`src/rtl/mmrc_pkg.sv`:
```
package mmrc_pkg;

    localparam int unsigned FRAME_LEN  = 25;
    localparam int unsigned CRC_SPAN   = 23;
    localparam int unsigned POS_W      = 5;
    localparam logic [7:0]  FUNC_READ_IN = 8'h04;
    localparam logic [7:0]  DATA_COUNT   = 8'd20;
    localparam logic [15:0] CRC_INIT     = 16'hFFFF;
    localparam logic [15:0] CRC_POLY     = 16'hA001;

    localparam logic [POS_W-1:0] POS_CRC_LO = POS_W'(CRC_SPAN);
    localparam logic [POS_W-1:0] POS_LAST   = POS_W'(FRAME_LEN - 1);

    localparam logic [1:0] STATUS_OK        = 2'd0;
    localparam logic [1:0] STATUS_FRAME_ERR = 2'd1;
    localparam logic [1:0] STATUS_CRC_ERR   = 2'd2;

    localparam logic REG_EXPECTED  = 1'b0;
    localparam logic REG_UNCHECKED = 1'b1;

    typedef enum logic [1:0] {
        KIND_DATA,
        KIND_CRC_LO,
        KIND_LAST
    } kind_t;

    // One classified byte on its way from front to back
    typedef struct packed {
        kind_t            kind;
        logic [POS_W-1:0] pos;
        logic [7:0]       rx_byte;
    } entry_t;

    typedef struct packed {
        logic [7:0] expected_address;
        logic [7:0] unchecked_address;
    } cfg_t;

    function automatic logic [15:0] crc_feed(input logic [15:0] crc, input logic [7:0] b);
        logic [15:0] c;
        c = crc ^ {8'h00, b};
        for (int k = 0; k < 8; k++)
        begin
            if (c[0])
                c = (c >> 1) ^ CRC_POLY;
            else
                c = c >> 1;
        end
        return c;
    endfunction

endpackage

```
`src/rtl/mmrc_if.sv`:
```
interface mmrc_in_if;
    logic       valid;
    logic       ready;
    logic [7:0] rx_byte;
    logic       frame_start;

    modport source (output valid, output rx_byte, output frame_start, input ready);
    modport sink   (input valid, input rx_byte, input frame_start, output ready);
endinterface

interface mmrc_out_if;
    logic        valid;
    logic        ready;
    logic [1:0]  status;
    logic [15:0] voltage_raw;
    logic [31:0] current_raw;
    logic [31:0] power_raw;
    logic [31:0] energy_raw;
    logic [15:0] frequency_raw;
    logic [15:0] power_factor_raw;
    logic [15:0] alarm_word;

    modport source (output valid, output status, output voltage_raw, output current_raw,
                    output power_raw, output energy_raw, output frequency_raw,
                    output power_factor_raw, output alarm_word, input ready);
    modport sink   (input valid, input status, input voltage_raw, input current_raw,
                    input power_raw, input energy_raw, input frequency_raw,
                    input power_factor_raw, input alarm_word, output ready);
endinterface

```
`src/rtl/mmrc_front.sv`:
```
module mmrc_front (
    input  logic            clk,
    input  logic            rst_n,
    mmrc_in_if.sink         in,
    output logic            push_valid,
    input  logic            push_ready,
    output mmrc_pkg::entry_t push_entry
);

    logic [mmrc_pkg::POS_W-1:0] pos_reg;
    logic [mmrc_pkg::POS_W-1:0] pos_next;
    logic [mmrc_pkg::POS_W-1:0] cur_pos;
    logic                       keep;
    logic                       accept;

    assign in.ready = push_ready;
    assign accept   = in.valid && in.ready;

    always_comb
    begin
        cur_pos = in.frame_start ? '0 : pos_reg;
        // drop bytes that arrive with no frame in progress
        keep    = in.frame_start || (pos_reg != '0);
        push_entry.pos     = cur_pos;
        push_entry.rx_byte = in.rx_byte;
        if (cur_pos == mmrc_pkg::POS_LAST)
            push_entry.kind = mmrc_pkg::KIND_LAST;
        else if (cur_pos == mmrc_pkg::POS_CRC_LO)
            push_entry.kind = mmrc_pkg::KIND_CRC_LO;
        else
            push_entry.kind = mmrc_pkg::KIND_DATA;

        if (!keep || cur_pos == mmrc_pkg::POS_LAST)
            pos_next = '0;
        else
            pos_next = cur_pos + 1'b1;
    end

    assign push_valid = in.valid && keep;

    always_ff @(posedge clk or negedge rst_n)
    begin
        if (!rst_n)
            pos_reg <= '0;
        else if (accept)
            pos_reg <= pos_next;
    end

    a_pos_range: assert property (@(posedge clk) disable iff (!rst_n)
        pos_reg <= mmrc_pkg::POS_LAST)
        else $error("byte position out of range");

    a_start_pos: assert property (@(posedge clk) disable iff (!rst_n)
        accept && in.frame_start |=> pos_reg == 1)
        else $error("first byte did not restart the frame");

endmodule

```
`src/rtl/mmrc_queue.sv`:
```
module mmrc_queue (
    input  logic             clk,
    input  logic             rst_n,
    input  logic             push_valid,
    output logic             push_ready,
    input  mmrc_pkg::entry_t push_entry,
    output logic             pop_valid,
    input  logic             pop_ready,
    output mmrc_pkg::entry_t pop_entry
);

    mmrc_pkg::entry_t entry_reg [2];
    logic             wr_ptr_reg;
    logic             rd_ptr_reg;
    logic [1:0]       count_reg;
    logic [1:0]       count_next;
    logic             do_push;
    logic             do_pop;

    assign push_ready = (count_reg != 2'd2);
    assign pop_valid  = (count_reg != 2'd0);
    assign pop_entry  = entry_reg[rd_ptr_reg];
    assign do_push    = push_valid && push_ready;
    assign do_pop     = pop_valid && pop_ready;

    always_comb
    begin
        count_next = count_reg;
        if (do_push && !do_pop)
            count_next = count_reg + 2'd1;
        else if (do_pop && !do_push)
            count_next = count_reg - 2'd1;
    end

    always_ff @(posedge clk or negedge rst_n)
    begin
        if (!rst_n)
        begin
            wr_ptr_reg <= 1'b0;
            rd_ptr_reg <= 1'b0;
            count_reg  <= 2'd0;
        end
        else
        begin
            if (do_push)
                wr_ptr_reg <= ~wr_ptr_reg;
            if (do_pop)
                rd_ptr_reg <= ~rd_ptr_reg;
            count_reg <= count_next;
        end
    end

    always_ff @(posedge clk)
    begin
        if (do_push)
            entry_reg[wr_ptr_reg] <= push_entry;
    end

    a_count_range: assert property (@(posedge clk) disable iff (!rst_n)
        count_reg != 2'd3)
        else $error("queue count overflow");

    a_ptr_count: assert property (@(posedge clk) disable iff (!rst_n)
        (count_reg == 2'd0 || count_reg == 2'd2) |-> wr_ptr_reg == rd_ptr_reg)
        else $error("queue pointers disagree with count");

endmodule

```
`src/rtl/mmrc_back.sv`:
```
module mmrc_back (
    input  logic             clk,
    input  logic             rst_n,
    input  mmrc_pkg::cfg_t   cfg,
    input  logic             pop_valid,
    output logic             pop_ready,
    input  mmrc_pkg::entry_t pop_entry,
    mmrc_out_if.source       out
);

    logic [15:0] crc_reg;
    logic [7:0]  crc_low_reg;
    logic [7:0]  frame_reg [mmrc_pkg::CRC_SPAN];
    logic        out_valid_reg;
    logic        out_valid_next;
    logic [1:0]  status_reg;
    logic [15:0] voltage_reg;
    logic [31:0] current_reg;
    logic [31:0] power_reg;
    logic [31:0] energy_reg;
    logic [15:0] frequency_reg;
    logic [15:0] pf_reg;
    logic [15:0] alarm_reg;

    logic        do_pop;
    logic        is_last;
    logic [15:0] crc_base;
    logic [15:0] rx_crc;
    logic        frame_bad;
    logic [1:0]  status_calc;
    logic        ok;

    assign pop_ready = !out_valid_reg || out.ready;
    assign do_pop    = pop_valid && pop_ready;
    assign is_last   = (pop_entry.kind == mmrc_pkg::KIND_LAST);
    assign crc_base  = (pop_entry.pos == '0) ? mmrc_pkg::CRC_INIT : crc_reg;
    assign rx_crc    = {pop_entry.rx_byte, crc_low_reg};

    always_comb
    begin
        frame_bad = (frame_reg[1] != mmrc_pkg::FUNC_READ_IN) ||
                    (frame_reg[2] != mmrc_pkg::DATA_COUNT) ||
                    ((cfg.expected_address != cfg.unchecked_address) &&
                     (frame_reg[0] != cfg.expected_address));
        if (frame_bad)
            status_calc = mmrc_pkg::STATUS_FRAME_ERR;
        else if (crc_reg != rx_crc)
            status_calc = mmrc_pkg::STATUS_CRC_ERR;
        else
            status_calc = mmrc_pkg::STATUS_OK;
        ok = (status_calc == mmrc_pkg::STATUS_OK);

        out_valid_next = out_valid_reg;
        if (do_pop && is_last)
            out_valid_next = 1'b1;
        else if (out.ready)
            out_valid_next = 1'b0;
    end

    always_ff @(posedge clk or negedge rst_n)
    begin
        if (!rst_n)
        begin
            out_valid_reg <= 1'b0;
            crc_reg       <= mmrc_pkg::CRC_INIT;
            crc_low_reg   <= 8'h00;
        end
        else
        begin
            out_valid_reg <= out_valid_next;
            if (do_pop && pop_entry.kind == mmrc_pkg::KIND_DATA)
                crc_reg <= mmrc_pkg::crc_feed(crc_base, pop_entry.rx_byte);
            if (do_pop && pop_entry.kind == mmrc_pkg::KIND_CRC_LO)
                crc_low_reg <= pop_entry.rx_byte;
        end
    end

    always_ff @(posedge clk)
    begin
        if (do_pop)
        begin
            unique case (pop_entry.kind)
                mmrc_pkg::KIND_DATA:
                begin
                    frame_reg[pop_entry.pos] <= pop_entry.rx_byte;
                end
                mmrc_pkg::KIND_CRC_LO:
                begin
                end
                mmrc_pkg::KIND_LAST:
                begin
                    // zero every reading on a failed frame
                    status_reg    <= status_calc;
                    voltage_reg   <= ok ? {frame_reg[3], frame_reg[4]} : 16'h0000;
                    current_reg   <= ok ? {frame_reg[7], frame_reg[8],
                                           frame_reg[5], frame_reg[6]} : 32'h0;
                    power_reg     <= ok ? {frame_reg[11], frame_reg[12],
                                           frame_reg[9], frame_reg[10]} : 32'h0;
                    energy_reg    <= ok ? {frame_reg[15], frame_reg[16],
                                           frame_reg[13], frame_reg[14]} : 32'h0;
                    frequency_reg <= ok ? {frame_reg[17], frame_reg[18]} : 16'h0000;
                    pf_reg        <= ok ? {frame_reg[19], frame_reg[20]} : 16'h0000;
                    alarm_reg     <= ok ? {frame_reg[21], frame_reg[22]} : 16'h0000;
                end
                default:
                begin
                end
            endcase
        end
    end

    assign out.valid            = out_valid_reg;
    assign out.status           = status_reg;
    assign out.voltage_raw      = voltage_reg;
    assign out.current_raw      = current_reg;
    assign out.power_raw        = power_reg;
    assign out.energy_raw       = energy_reg;
    assign out.frequency_raw    = frequency_reg;
    assign out.power_factor_raw = pf_reg;
    assign out.alarm_word       = alarm_reg;

    a_last_gives_result: assert property (@(posedge clk) disable iff (!rst_n)
        do_pop && is_last |=> out_valid_reg)
        else $error("completed frame produced no result");

    a_no_pop_when_blocked: assert property (@(posedge clk) disable iff (!rst_n)
        out_valid_reg && !out.ready |-> !do_pop)
        else $error("item consumed while result is stalled");

    a_error_zero: assert property (@(posedge clk) disable iff (!rst_n)
        out_valid_reg && status_reg != mmrc_pkg::STATUS_OK |->
            voltage_reg == 16'h0 && current_reg == 32'h0 && alarm_reg == 16'h0)
        else $error("failed frame carries readings");

endmodule

```
`src/rtl/modbus_meter_response_checker_top.sv`:
```
// Modbus RTU read-input-registers response checker for a 25-byte energy meter
// frame. Feed received bytes one per beat and mark the first byte of each frame
// with frame_start; an unmarked byte with no frame open is dropped. The block
// takes one byte per cycle, every cycle, as long as results are taken; the
// front classifier, a two-entry queue and the back end (CRC-16 update, frame
// store and checks) each move one byte per cycle. One result beat follows the
// 25th byte and is held until taken. Status 0 is ok with readings, 1 is a
// frame error (function code, byte count or address), 2 is a CRC error;
// errors return zero readings. Write the address registers only while the
// block is idle.
module modbus_meter_response_checker_top (
    input  logic       clk,
    input  logic       rst_n,
    mmrc_in_if.sink    in,
    mmrc_out_if.source out,
    input  logic       cfg_we,
    input  logic       cfg_index,
    input  logic [7:0] cfg_data
);

    mmrc_pkg::cfg_t   cfg_reg;
    logic             push_valid;
    logic             push_ready;
    mmrc_pkg::entry_t push_entry;
    logic             pop_valid;
    logic             pop_ready;
    mmrc_pkg::entry_t pop_entry;

    always_ff @(posedge clk or negedge rst_n)
    begin
        if (!rst_n)
        begin
            cfg_reg.expected_address  <= 8'd248;
            cfg_reg.unchecked_address <= 8'd248;
        end
        else if (cfg_we)
        begin
            unique case (cfg_index)
                mmrc_pkg::REG_EXPECTED:  cfg_reg.expected_address  <= cfg_data;
                mmrc_pkg::REG_UNCHECKED: cfg_reg.unchecked_address <= cfg_data;
                default:                 cfg_reg <= cfg_reg;
            endcase
        end
    end

    mmrc_front u_front (
        .clk        (clk),
        .rst_n      (rst_n),
        .in         (in),
        .push_valid (push_valid),
        .push_ready (push_ready),
        .push_entry (push_entry)
    );

    mmrc_queue u_queue (
        .clk        (clk),
        .rst_n      (rst_n),
        .push_valid (push_valid),
        .push_ready (push_ready),
        .push_entry (push_entry),
        .pop_valid  (pop_valid),
        .pop_ready  (pop_ready),
        .pop_entry  (pop_entry)
    );

    mmrc_back u_back (
        .clk       (clk),
        .rst_n     (rst_n),
        .cfg       (cfg_reg),
        .pop_valid (pop_valid),
        .pop_ready (pop_ready),
        .pop_entry (pop_entry),
        .out       (out)
    );

endmodule
```
`src/flat_wrapper.sv`:
```
// flat-port wrapper written by rule: the top's interface ports become plain ports
module modbus_meter_response_checker_top_flat 
  (clk, rst_n, cfg_we, cfg_index, cfg_data, in_valid, in_rx_byte, in_frame_start, in_ready, out_valid, out_status, out_voltage_raw, out_current_raw, out_power_raw, out_energy_raw, out_frequency_raw, out_power_factor_raw, out_alarm_word, out_ready);
  mmrc_in_if in_i ();
  mmrc_out_if out_i ();
  input  logic clk;
  input  logic rst_n;
  input  logic cfg_we;
  input  logic cfg_index;
  input  logic [7:0] cfg_data;
  input wire logic [$bits(in_i.valid)-1:0] in_valid;
  input wire logic [$bits(in_i.rx_byte)-1:0] in_rx_byte;
  input wire logic [$bits(in_i.frame_start)-1:0] in_frame_start;
  output wire logic [$bits(in_i.ready)-1:0] in_ready;
  output wire logic [$bits(out_i.valid)-1:0] out_valid;
  output wire logic [$bits(out_i.status)-1:0] out_status;
  output wire logic [$bits(out_i.voltage_raw)-1:0] out_voltage_raw;
  output wire logic [$bits(out_i.current_raw)-1:0] out_current_raw;
  output wire logic [$bits(out_i.power_raw)-1:0] out_power_raw;
  output wire logic [$bits(out_i.energy_raw)-1:0] out_energy_raw;
  output wire logic [$bits(out_i.frequency_raw)-1:0] out_frequency_raw;
  output wire logic [$bits(out_i.power_factor_raw)-1:0] out_power_factor_raw;
  output wire logic [$bits(out_i.alarm_word)-1:0] out_alarm_word;
  input wire logic [$bits(out_i.ready)-1:0] out_ready;
  assign in_i.valid = in_valid;
  assign in_i.rx_byte = in_rx_byte;
  assign in_i.frame_start = in_frame_start;
  assign in_ready = in_i.ready;
  assign out_valid = out_i.valid;
  assign out_status = out_i.status;
  assign out_voltage_raw = out_i.voltage_raw;
  assign out_current_raw = out_i.current_raw;
  assign out_power_raw = out_i.power_raw;
  assign out_energy_raw = out_i.energy_raw;
  assign out_frequency_raw = out_i.frequency_raw;
  assign out_power_factor_raw = out_i.power_factor_raw;
  assign out_alarm_word = out_i.alarm_word;
  assign out_i.ready = out_ready;
  modbus_meter_response_checker_top u_core (.clk(clk), .rst_n(rst_n), .in(in_i), .out(out_i), .cfg_we(cfg_we), .cfg_index(cfg_index), .cfg_data(cfg_data));
endmodule
```
`config.mk`:
```
export PLATFORM = sky130hd
export DESIGN_NAME = modbus_meter_response_checker_top_flat
export DESIGN_NICKNAME = d
export VERILOG_FILES = /design/src/rtl/mmrc_pkg.sv /design/src/rtl/mmrc_if.sv /design/src/rtl/mmrc_front.sv /design/src/rtl/mmrc_queue.sv /design/src/rtl/mmrc_back.sv /design/src/rtl/modbus_meter_response_checker_top.sv /design/src/flat_wrapper.sv
export SDC_FILE = /design/constraint.sdc
export NUM_CORES = 1
export LEC_CHECK = 0
export BUFFER_PORTS_ARGS = -buffer_cell sky130_fd_sc_hd__buf_2
export CAP_MARGIN = 25
export CORE_UTILIZATION = 58
export CTS_CLUSTER_DIAMETER = 150
export CTS_CLUSTER_SIZE = 14
export DETAILED_ROUTE_END_ITERATION = 7
export PLACE_DENSITY_LB_ADDON = 0.05
export SYNTH_ARGS = -nofsm -noshare
export SYNTH_HDL_FRONTEND = slang
export SYNTH_SLANG_ARGS = --single-unit
```
`constraint.sdc`:
```
create_clock -name clk -period 12.1 [get_ports clk]
set_input_delay 1.21 -clock clk [delete_from_list [all_inputs] [get_ports clk]]
set_output_delay 1.21 -clock clk [all_outputs]
set_load 0.005 [all_outputs]
```
==> impl_results.md, run 1 <==
* Tmin final at 4014 ps
* Multi-input gate area at 2999 µm²
* I/O Buffers at 186
* Vias in the first global route at 7317
* CTS Buffer Depth at 3
* Synth top area cells: edfxtp_1 (71%), and2_1 (6.4%), dfstp_2 (4.3%)
* CTS tree: done
* Flop pwr share at 50.8%
* Pwr dens at 232.0 nW/µm²
* Worst endpoint data arrival time at 4400 ps
* Crit-path max cell delay at 760 ps
* Hold path cells at 1
* Gr ovfl total at 0
* Synth Area in XOR/XNOR at 4.515%
* Synth Register Bits at 426
* Synth top area share at 71.35%
* Initial antenna violation count at 0
* Most frequent CP cell: buf_4
* Hold Crit Class: reg -> reg
* Synth cell types at 41
* Commonest non-fill, non-tap cell in the layout: edfxtp_1
* Slowest-stage cell, CP: dfrtp_1
* Initial DRC Count at 458
* # diodes at 0
* Clock-pin slew on the worst setup and hold paths at 60 ps
* WHS Endpoint: u_core.u_queue.wr_ptr_reg
* Cells after Synth at 915
* Worst R2R End: u_core.u_back.out.alarm_word[15]
* # IOs at 187
* Share of cells above drive strength 1 at 25.97%
* Final-report max-slew violation count at 0
* Final Wtd Congestion at 0.7912
* First-pass GRT wire length at 42920 µm
* Clk_lat worst skew at 530 ps
* Max Cap Viol at 0
* Synth Area in Adders at 0.2372%
* CP Class: reg -> reg
* Core area at 26880 µm²
* Clk pwr share at 24.9%
* Largest net degree at the start of global routing at 163
* RSZ-0062 raised after global routing: false
* CP required at 12480 ps
* CTS Root Cell: clkbuf_16
* Origin of the worst min-delay path: u_core.u_queue.wr_ptr_reg
* Critical path capture point type: flop
* Vias at 7749
* Reg area at 12570 µm²
* Hold slack at 489.0 ps
* Sw frac at 28.50%
* Nets at 1149
* Post-CTS setup buffer count at 0
* Antenna viol nets, final at 0
* Syn nets at 941
* Sw power at 1.204 mW
* Int Pwr at 3.020 mW
* Die height at 167.2 µm
* Mapped cell area at 15830 µm²
* Yosys warns at 0
* Fin crit share at 33.18%
* CTS Hold Bufs at 0
* Remaining DRCs at 0
* DR vias/cell at 5.246
* Tightest Pin Transition at 1056 ps
* Worst path cell trace: buf_4 > mux2i_2 > xnor2_1 > nor4_1 > nand4_1 > nor2_4 > buf_4 > and2_1
* Worst Skew at 18.57 ps
* GRT Total Usage at 20.67%
* Row cnt at 60
* Final hold vios at 0
* DP HPWL at 17840 µm
* TritonRoute pass-1 iters at 4
* Commonest non-fill, non-tap cells in the layout: edfxtp_1 (376), buf_2 (187), and2_1 (161)
* R2R depth at 8
* Worst r2r src: u_core.u_queue.rd_ptr_reg
* # setup viols final at 0
* Initial core utilization at 58.88%
* Largest family of logic cells by synthesized area: simple AND/OR/NAND/NOR gates
* Area Growth Syn to Fin at 15.04%
* Fraction of power consumed by combinational cells at 24.3%
* Wire length per cell at 19.38 µm
* Cts bufs inserted at 36
* Final setup TNS at 0 ps
* Max FO, Critical Path at 85
* Critical path launch point type: flop
* Status: finished clean
* Compound-Gate Fraction of Synth Area at 1.218%
* Worst reg2reg setup slack at 8090 ps
* Die width at 167.2 µm
* Die Footprint at 27950 µm²
* Fill count at 1840
* Mux contribution to synthesized area at 2.562%
* H-tree Lvls at 2
* Max reg flops at 184
* Final WL at 28620 µm
* CTS resizes at 0
* VDD IR max at 0.1811 mV
* Sequential area share after synthesis at 79.46%
* FMAX at 249.1 MHz
* Simple-Gate Fraction of Synth Area at 10.34%
* Largest area contributor in the netlist: edfxtp_1
* Leakage dissipation at 6.666 nW
* Slew HR at 29.53%
* Clock sink count at 426
* Syn_area_per_cell at 17.30 µm²
-- layer usage --
| metal | vias up | GRT usage, % | routed length [µm] |
|---|---|---|---|
| met1 | 3782 | 28.98 | 12780 |
| li1 | 3684 | - | - |
| met3 | 54 | 3.474 | 1365 |
| met5 | - | 0 | 0 |
| met2 | 229 | 33.02 | 13670 |
| met4 | 0 | 7.818 | 809 |
-- per-stage QoR --
step                      std cells  power [mW]  utilization, %  cell area (µm²)  worst slack, ps
after CTS                      1476       4.253           67.64            18180             8066
after floorplan                 915       2.827               -            15830             3179
after global placement         1420       3.168           63.45            17050             7715
after global routing           1477       4.400           67.74            18210             7768
after detailed placement       1425       3.208           63.85            17160             8042
final                          1477       4.224           67.74            18210             8086
-- cells by family after synthesis --
group / after synthesis
AOI/OAI and AO/OA: 34
xor gates and xnor gates: 76
adders and majority gates: 3
buffers and inverters: 44
DFF: 426
muxes: 36
and+or+nand+nor: 296
-- layout make-up --
cell class                 count  area share [%]
inverter                      15          0.3093
clock inverter                 2          0.1375
tap                          341           2.344
sequential                   426           69.07
multi-input combinational    445           16.47
timing repair buffer         199           6.213
clock buffer                  49           5.450
-- cell usage after synthesis --
cell      number
edfxtp_1     376
and2_1       161
xnor2_1       53
nand2_1       45
nor2_1        39
dfstp_2       26
dfrtp_1       24
mux2_2        21
xor2_1        19
o21ai_0       16
clkbuf_1      15
inv_1         15
buf_6         13
nand3_1       12
mux2i_1       10
a21oi_1        9
nand4_1        8
nor4_1         7
nand2b_1       6
nor2b_1        6
mux2i_2        5
nor3_1         5
ha_1           3
xnor3_1        3
or3_1          2
a211o_1        1
a21o_1         1
a31oi_1        1
a32o_1         1
and4b_1        1
buf_2          1
nor2_4         1
nor3b_1        1
nor4b_1        1
nor4bb_1       1
o211ai_1       1
o21ai_1        1
o21bai_1       1
o22ai_1        1
o32ai_1        1
xnor2_2        1
-- power groups by stage --
stage / sequential (mW) / clock, mW / combinational [mW]
floorplan: 2.19 / 0 / 0.634
global placement: 2.18 / 0 / 0.990
detailed placement: 2.18 / 0 / 1.03
CTS: 2.15 / 1.07 / 1.03
global route: 2.17 / 1.12 / 1.11
finish: 2.15 / 1.05 / 1.03
-- worst max-delay path, delay by kind of cell (launching register included) --
kind / cells / cell delay, ps
buffers and inverters: 2 / 1000
DFF: 1 / 760
xor gates and xnor gates: 1 / 140
muxes: 1 / 470
and+or+nand+nor: 4 / 1430
-- worst max path at each step --
stage / startpoint / endpoint / slack [ps] / cells after the start
3_5_place_dp: out_ready / u_core.u_back.frame_reg[21][4] / 8040 / 7
2_1_floorplan: out_ready / u_core.u_back.out.alarm_word[0] / 3180 / 3
5_1_grt: u_core.u_queue.rd_ptr_reg / u_core.u_back.out.alarm_word[15] / 7770 / 8
6_report: u_core.u_queue.rd_ptr_reg / u_core.u_back.out.alarm_word[15] / 8090 / 8
3_3_place_gp: u_core.u_queue.rd_ptr_reg / u_core.u_back.out.alarm_word[14] / 7720 / 8
4_1_cts: u_core.u_queue.rd_ptr_reg / u_core.u_back.out.alarm_word[15] / 8070 / 8
(Power assumes the default switching activity.)
==> run 2: changes to the inputs <==
- clock period: 12.1 -> 4 ns (I/O delays scaled with it)
==> impl_results.md, run 2 (synthesis results as in run 1) <==
* Status: finished clean
* Critical path capture point type: flop
* Tmin final at 3084 ps
* Vias in the first global route at 7528
* Gr ovfl total at 0
* # setup viols final at 0
* Wire length per cell at 18.83 µm
* Cts bufs inserted at 36
* Fraction of power consumed by combinational cells at 25.2%
* Final-report max-slew violation count at 0
* # IOs at 187
* R2R depth at 8
* Die height at 167.2 µm
* Final Non-Filler Cells at 1504
* Commonest non-fill, non-tap cell in the layout: edfxtp_1
* Worst Skew at 15.76 ps
* Commonest non-fill, non-tap cells in the layout: edfxtp_1 (376), buf_2 (186), and2_1 (161)
* Slew HR at 34.49%
* H-tree Lvls at 2
* CP required at 4380 ps
* Die Footprint at 27950 µm²
* Hold Crit Class: in -> reg
* Tightest Pin Transition at 981.5 ps
* Reg area at 12570 µm²
* Int Pwr at 9.180 mW
* Vias at 7761
* Placed cell count at 1446
* Sw frac at 28.30%
* Sw power at 3.624 mW
* Multi-input gate area at 2994 µm²
* Clk pwr share at 24.3%
* TritonRoute pass-1 iters at 4
* Worst r2r src: u_core.u_queue.rd_ptr_reg
* Largest net degree at the start of global routing at 53
* I/O Buffers at 186
* CTS tree: done
* Global-route met1 utilization at 27.69%
* Area Growth Syn to Fin at 16.29%
* Row cnt at 60
* First-pass GRT wire length at 42980 µm
* CTS Root Cell: clkbuf_16
* Max reg flops at 184
* Antenna viol nets, final at 0
* RSZ-0062 raised after global routing: false
* Clk_lat worst skew at 510 ps
* GRT Total Usage at 20.49%
* Post-CTS setup buffer count at 0
* CTS Buffer Depth at 3
* Worst R2R End: u_core.u_back.out.alarm_word[5]
* Fin crit share at 77.09%
* Max FO, Critical Path at 45
* Final hold vios at 0
* Die width at 167.2 µm
* Initial DRC Count at 501
* GR peak layer: met2
* Share of cells above drive strength 1 at 26.91%
* VDD IR max at 0.7820 mV
* CTS Hold Bufs at 1
* Flop pwr share at 50.5%
* Final WL at 28320 µm
* Remaining DRCs at 0
* DP HPWL at 18300 µm
* Clock sink count at 426
* Worst endpoint data arrival time at 3460 ps
* Initial core utilization at 58.88%
* Leakage dissipation at 6.770 nW
* Final Wtd Congestion at 0.8540
* Max Cap Viol at 0
* Final setup TNS at 0 ps
* CP Class: reg -> reg
* Nets at 1170
* Initial antenna violation count at 1
* GR Util met2 at 35.20%
* DR vias/cell at 5.160
* Clock-pin slew on the worst setup and hold paths at 60 ps
* Grt met3 use at 3.214%
* Core area at 26880 µm²
* FMAX at 324.3 MHz
* CP endpoint: u_core.u_back.out.alarm_word[5]
* CP startpoint: u_core.u_queue.rd_ptr_reg
* Pwr dens at 695.7 nW/µm²
* # diodes at 0
* Critical path launch point type: flop
* CTS resizes at 0
* Fill count at 1835
* Worst reg2reg setup slack at 920 ps
==> run 2: cell count changes in the layout (fill, tap and decap cells not counted), sizes merged <==
cell / before / now
clkbuf: 49 / 54
inv: 16 / 17
dlygate4sd3: 0 / 1
buf: 199 / 219
==> run 2: stage by stage <==
stage / total power, mW / setup WS, ps / util (%) / hold WS [ps] / cell area [µm²]
after floorplan: 8.450 / 141.1 / - / 104.4 / 15830
after CTS: 12.94 / 850.2 / 68.47 / 54.03 / 18400
after detailed placement: 9.842 / 898.9 / 64.71 / 304.6 / 17390
after global placement: 9.706 / 956.8 / 64.40 / 295.0 / 17310
final: 12.80 / 916.4 / 68.47 / 75.26 / 18400
after global routing: 13.41 / 666.4 / 68.47 / 57.14 / 18400
==> run 2: power groups by stage <==
stage	Clock [mW]	Sequential, mW	Combinational [mW]
after floorplan	0	6.52	1.93
after global placement	0	6.56	3.14
after detailed placement	0	6.56	3.28
after CTS	3.18	6.47	3.29
after global routing	3.34	6.53	3.54
final	3.11	6.46	3.23
==> run 2: final cells by class <==
class                           count  area share [%]
Inverter                           15          0.3060
Sequential cell                   426           68.33
Clock buffer                       54           5.262
Timing Repair Buffer              220           7.329
Tap cell                          341           2.318
Clock inverter                      3          0.1836
Multi-Input combinational cell    445           16.27
==> run 2: per-layer routing <==
layer	vias to the layer above	routed length (µm)
li1	3716	-
met1	3809	12510
met2	196	14070
met3	40	1234
met4	0	514
met5	-	0
==> run 2: worst min-delay path by stage <==
| stage | startpoint | to | depth (start not counted) |
|---|---|---|---|
| final | in_rx_byte[1] | u_core.u_queue.entry_reg[1][1] | 1 |
| after global routing | in_rx_byte[0] | u_core.u_queue.entry_reg[0][0] | 1 |
| after CTS | in_rx_byte[1] | u_core.u_queue.entry_reg[1][1] | 1 |
| after detailed placement | rst_n | u_core.cfg_reg[1] | 1 |
| after global placement | rst_n | u_core.cfg_reg[1] | 1 |
| after floorplan | rst_n | u_core.cfg_reg[0] | 0 |
==> run 2: critical path, cell delays in order, from the launching register on <==
cell and delay (ps):
dfrtp_1 690, buf_4 270, mux2i_2 380, xnor2_1 120, nor4_1 280, nand4_1 210
nor2_4 530, buf_12 270, and2_1 160
==> run 3: changes to the inputs <==
- CORE_UTILIZATION: 58 -> 52
- clock period: 4 -> 2.65 ns (I/O delays scaled with it)
==> impl_results.md, run 3 (synthesis results as in run 1) <==
* Worst path cell trace: buf_12 > mux2i_2 > xnor2_1 > nor4_2 > nand4_1 > nor2_4 > buf_12 > and2_1
* Row cnt at 63
* Die Footprint at 31130 µm²
* DR vias/cell at 5.040
* CTS Root Cell: clkbuf_16
* Clk_lat worst skew at 520 ps
* RSZ-0062 raised after global routing: false
* Setup ws final at 227.2 ps
* Most frequent CP cell: buf_12
* Leakage dissipation at 6.959 nW
* Crit-path max cell delay at 460 ps
* Gr ovfl total at 0
* Bufs and invs on worst path at 2
* Final-report max-slew violation count at 0
* FMAX at 412.8 MHz
* Commonest non-fill, non-tap cells in the layout: edfxtp_1 (376), buf_2 (186), and2_1 (161)
* GRT Total Usage at 19.40%
* Area Growth Syn to Fin at 18.74%
* Max FO, Critical Path at 62
* Final Wtd Congestion at 0.8057
* Wire length per cell at 18.56 µm
* Setup WS pre-CTS at 89.65 ps
* # setup viols final at 0
* Cell family with most CP delay: simple AND/OR/NAND/NOR gates
* Met3 WL post-DR at 1555 µm
* Top routing layer in use: met4
* Initial antenna violation count at 0
* Clock-pin slew on the worst setup and hold paths at 70 ps
* Initial core utilization at 53.11%
* Post-Layout Inst Area at 18790 µm²
* Slew HR at 31.13%
* Commonest non-fill, non-tap cell in the layout: edfxtp_1
* Remaining DRCs at 0
* Die height at 176.5 µm
* VDD IR max at 0.6417 mV
* Critical path capture point type: flop
* Critical path launch point type: flop
* CTS tree: done
* Wl on met1 at 12940 µm
* CP required at 3040 ps
* Antenna viol nets, final at 0
* Status: finished clean
* Post-CTS setup buffer count at 0
* Die width at 176.5 µm
* Tmin final at 2423 ps
* Worst endpoint data arrival time at 2810 ps
* Core area at 29800 µm²
* Vias at 7988
* # diodes at 0
* TritonRoute pass-1 iters at 5
* DP HPWL at 18720 µm
* Nets at 1208
* I/O Buffers at 186
* Tightest Pin Transition at 1032 ps
* Max reg flops at 184
* Cts bufs inserted at 36
* Final WL at 29420 µm
* DR WL met2 at 14200 µm
* Pwr dens at 1037 nW/µm²
* Hold Crit Class: in -> reg
* DP Area at 17580 µm²
* Initial DRC Count at 526
* H-tree Lvls at 2
* Slowest-stage cell, CP: dfrtp_1
* # IOs at 187
* CTS Buffer Depth at 3
* Share of cells above drive strength 1 at 28.20%
* CP Class: reg -> reg
* Max Cap Viol at 0
* Clock sink count at 426
* Final hold vios at 0
* Fin crit share at 91.43%
* First-pass GRT wire length at 44650 µm
* Vias in the first global route at 7749
* Largest net degree at the start of global routing at 63
* Pwr Total at 19.48 mW
* Worst Skew at 20.00 ps
==> run 3: cell types whose count changed in the layout (fill, tap and decap cells not counted), sizes merged <==
cell / before / now
buf: 219 / 241
dlygate4sd3: 1 / 17
clkbuf: 54 / 49
inv: 17 / 16
==> run 3: what timing repair did <==
action,CTS,global route
endpoints found under the setup margin,0,64
endpoints found under the hold margin,55,0
resized for setup,0,1
hold buffers,17,0
==> run 3: through the flow <==
step | instances | setup TNS, ps | utilization (%) | hold WS, ps
3_5_place_dp | 1516 | 0 | 58.99 | 456.0
2_1_floorplan | 915 | -193700 | - | -30.59
3_3_place_gp | 1514 | 0 | 58.81 | 451.9
6_report | 1585 | 0 | 63.06 | 40.27
5_1_grt | 1585 | 0 | 63.06 | 31.95
4_1_cts | 1584 | 0 | 62.98 | 23.07
==> run 3: worst reg2reg max path, delay by kind of cell (launching register included) <==
| family | cells | cell delay, ps |
|---|---|---|
| simple gates | 4 | 1020 |
| buf+inv | 2 | 440 |
| flops | 1 | 460 |
| xor+xnor | 1 | 100 |
| mux | 1 | 270 |
==> run 3: worst paths after layout <==
kind                                                         end  cells past startpoint                      start  slack [ps]
worst max-delay path            u_core.u_back.out.current_raw[6]                      8  u_core.u_queue.rd_ptr_reg         230
worst min-delay path                     u_core.u_back.out.valid                      3                  out_ready          40
worst max register to register  u_core.u_back.out.current_raw[6]                      8  u_core.u_queue.rd_ptr_reg         230
worst min register to register         u_core.u_queue.wr_ptr_reg                      1  u_core.u_queue.wr_ptr_reg         480
max in group asynchronous              u_core.u_back.crc_reg[12]                      4                      rst_n        1870
min in group asynchronous           u_core.u_back.crc_low_reg[7]                      2                      rst_n         100
==> run 3: power by group <==
part           internal [mW]  switching (mW)  leakage [nW]
Sequential              9.14           0.608          4.03
Combinational           2.22            2.73          2.44
Clock                   2.60            2.17         0.493
==> run 3: area by class of cell <==
type	instances	area (µm²)
inverters	15	56.30
well taps	390	488.0
fillers	2214	11010
clock inverters	2	25.02
repair buffers	258	1654
multi-input cells	445	3000
clock buffers	49	992.2
flip-flops and latches	426	12570
==> run 3: routing by layer <==
layer	GRT usage, %	up-vias
li1	-	3794
met1	26.98	3931
met2	31.61	225
met3	2.907	38
met4	6.466	0
met5	0	-
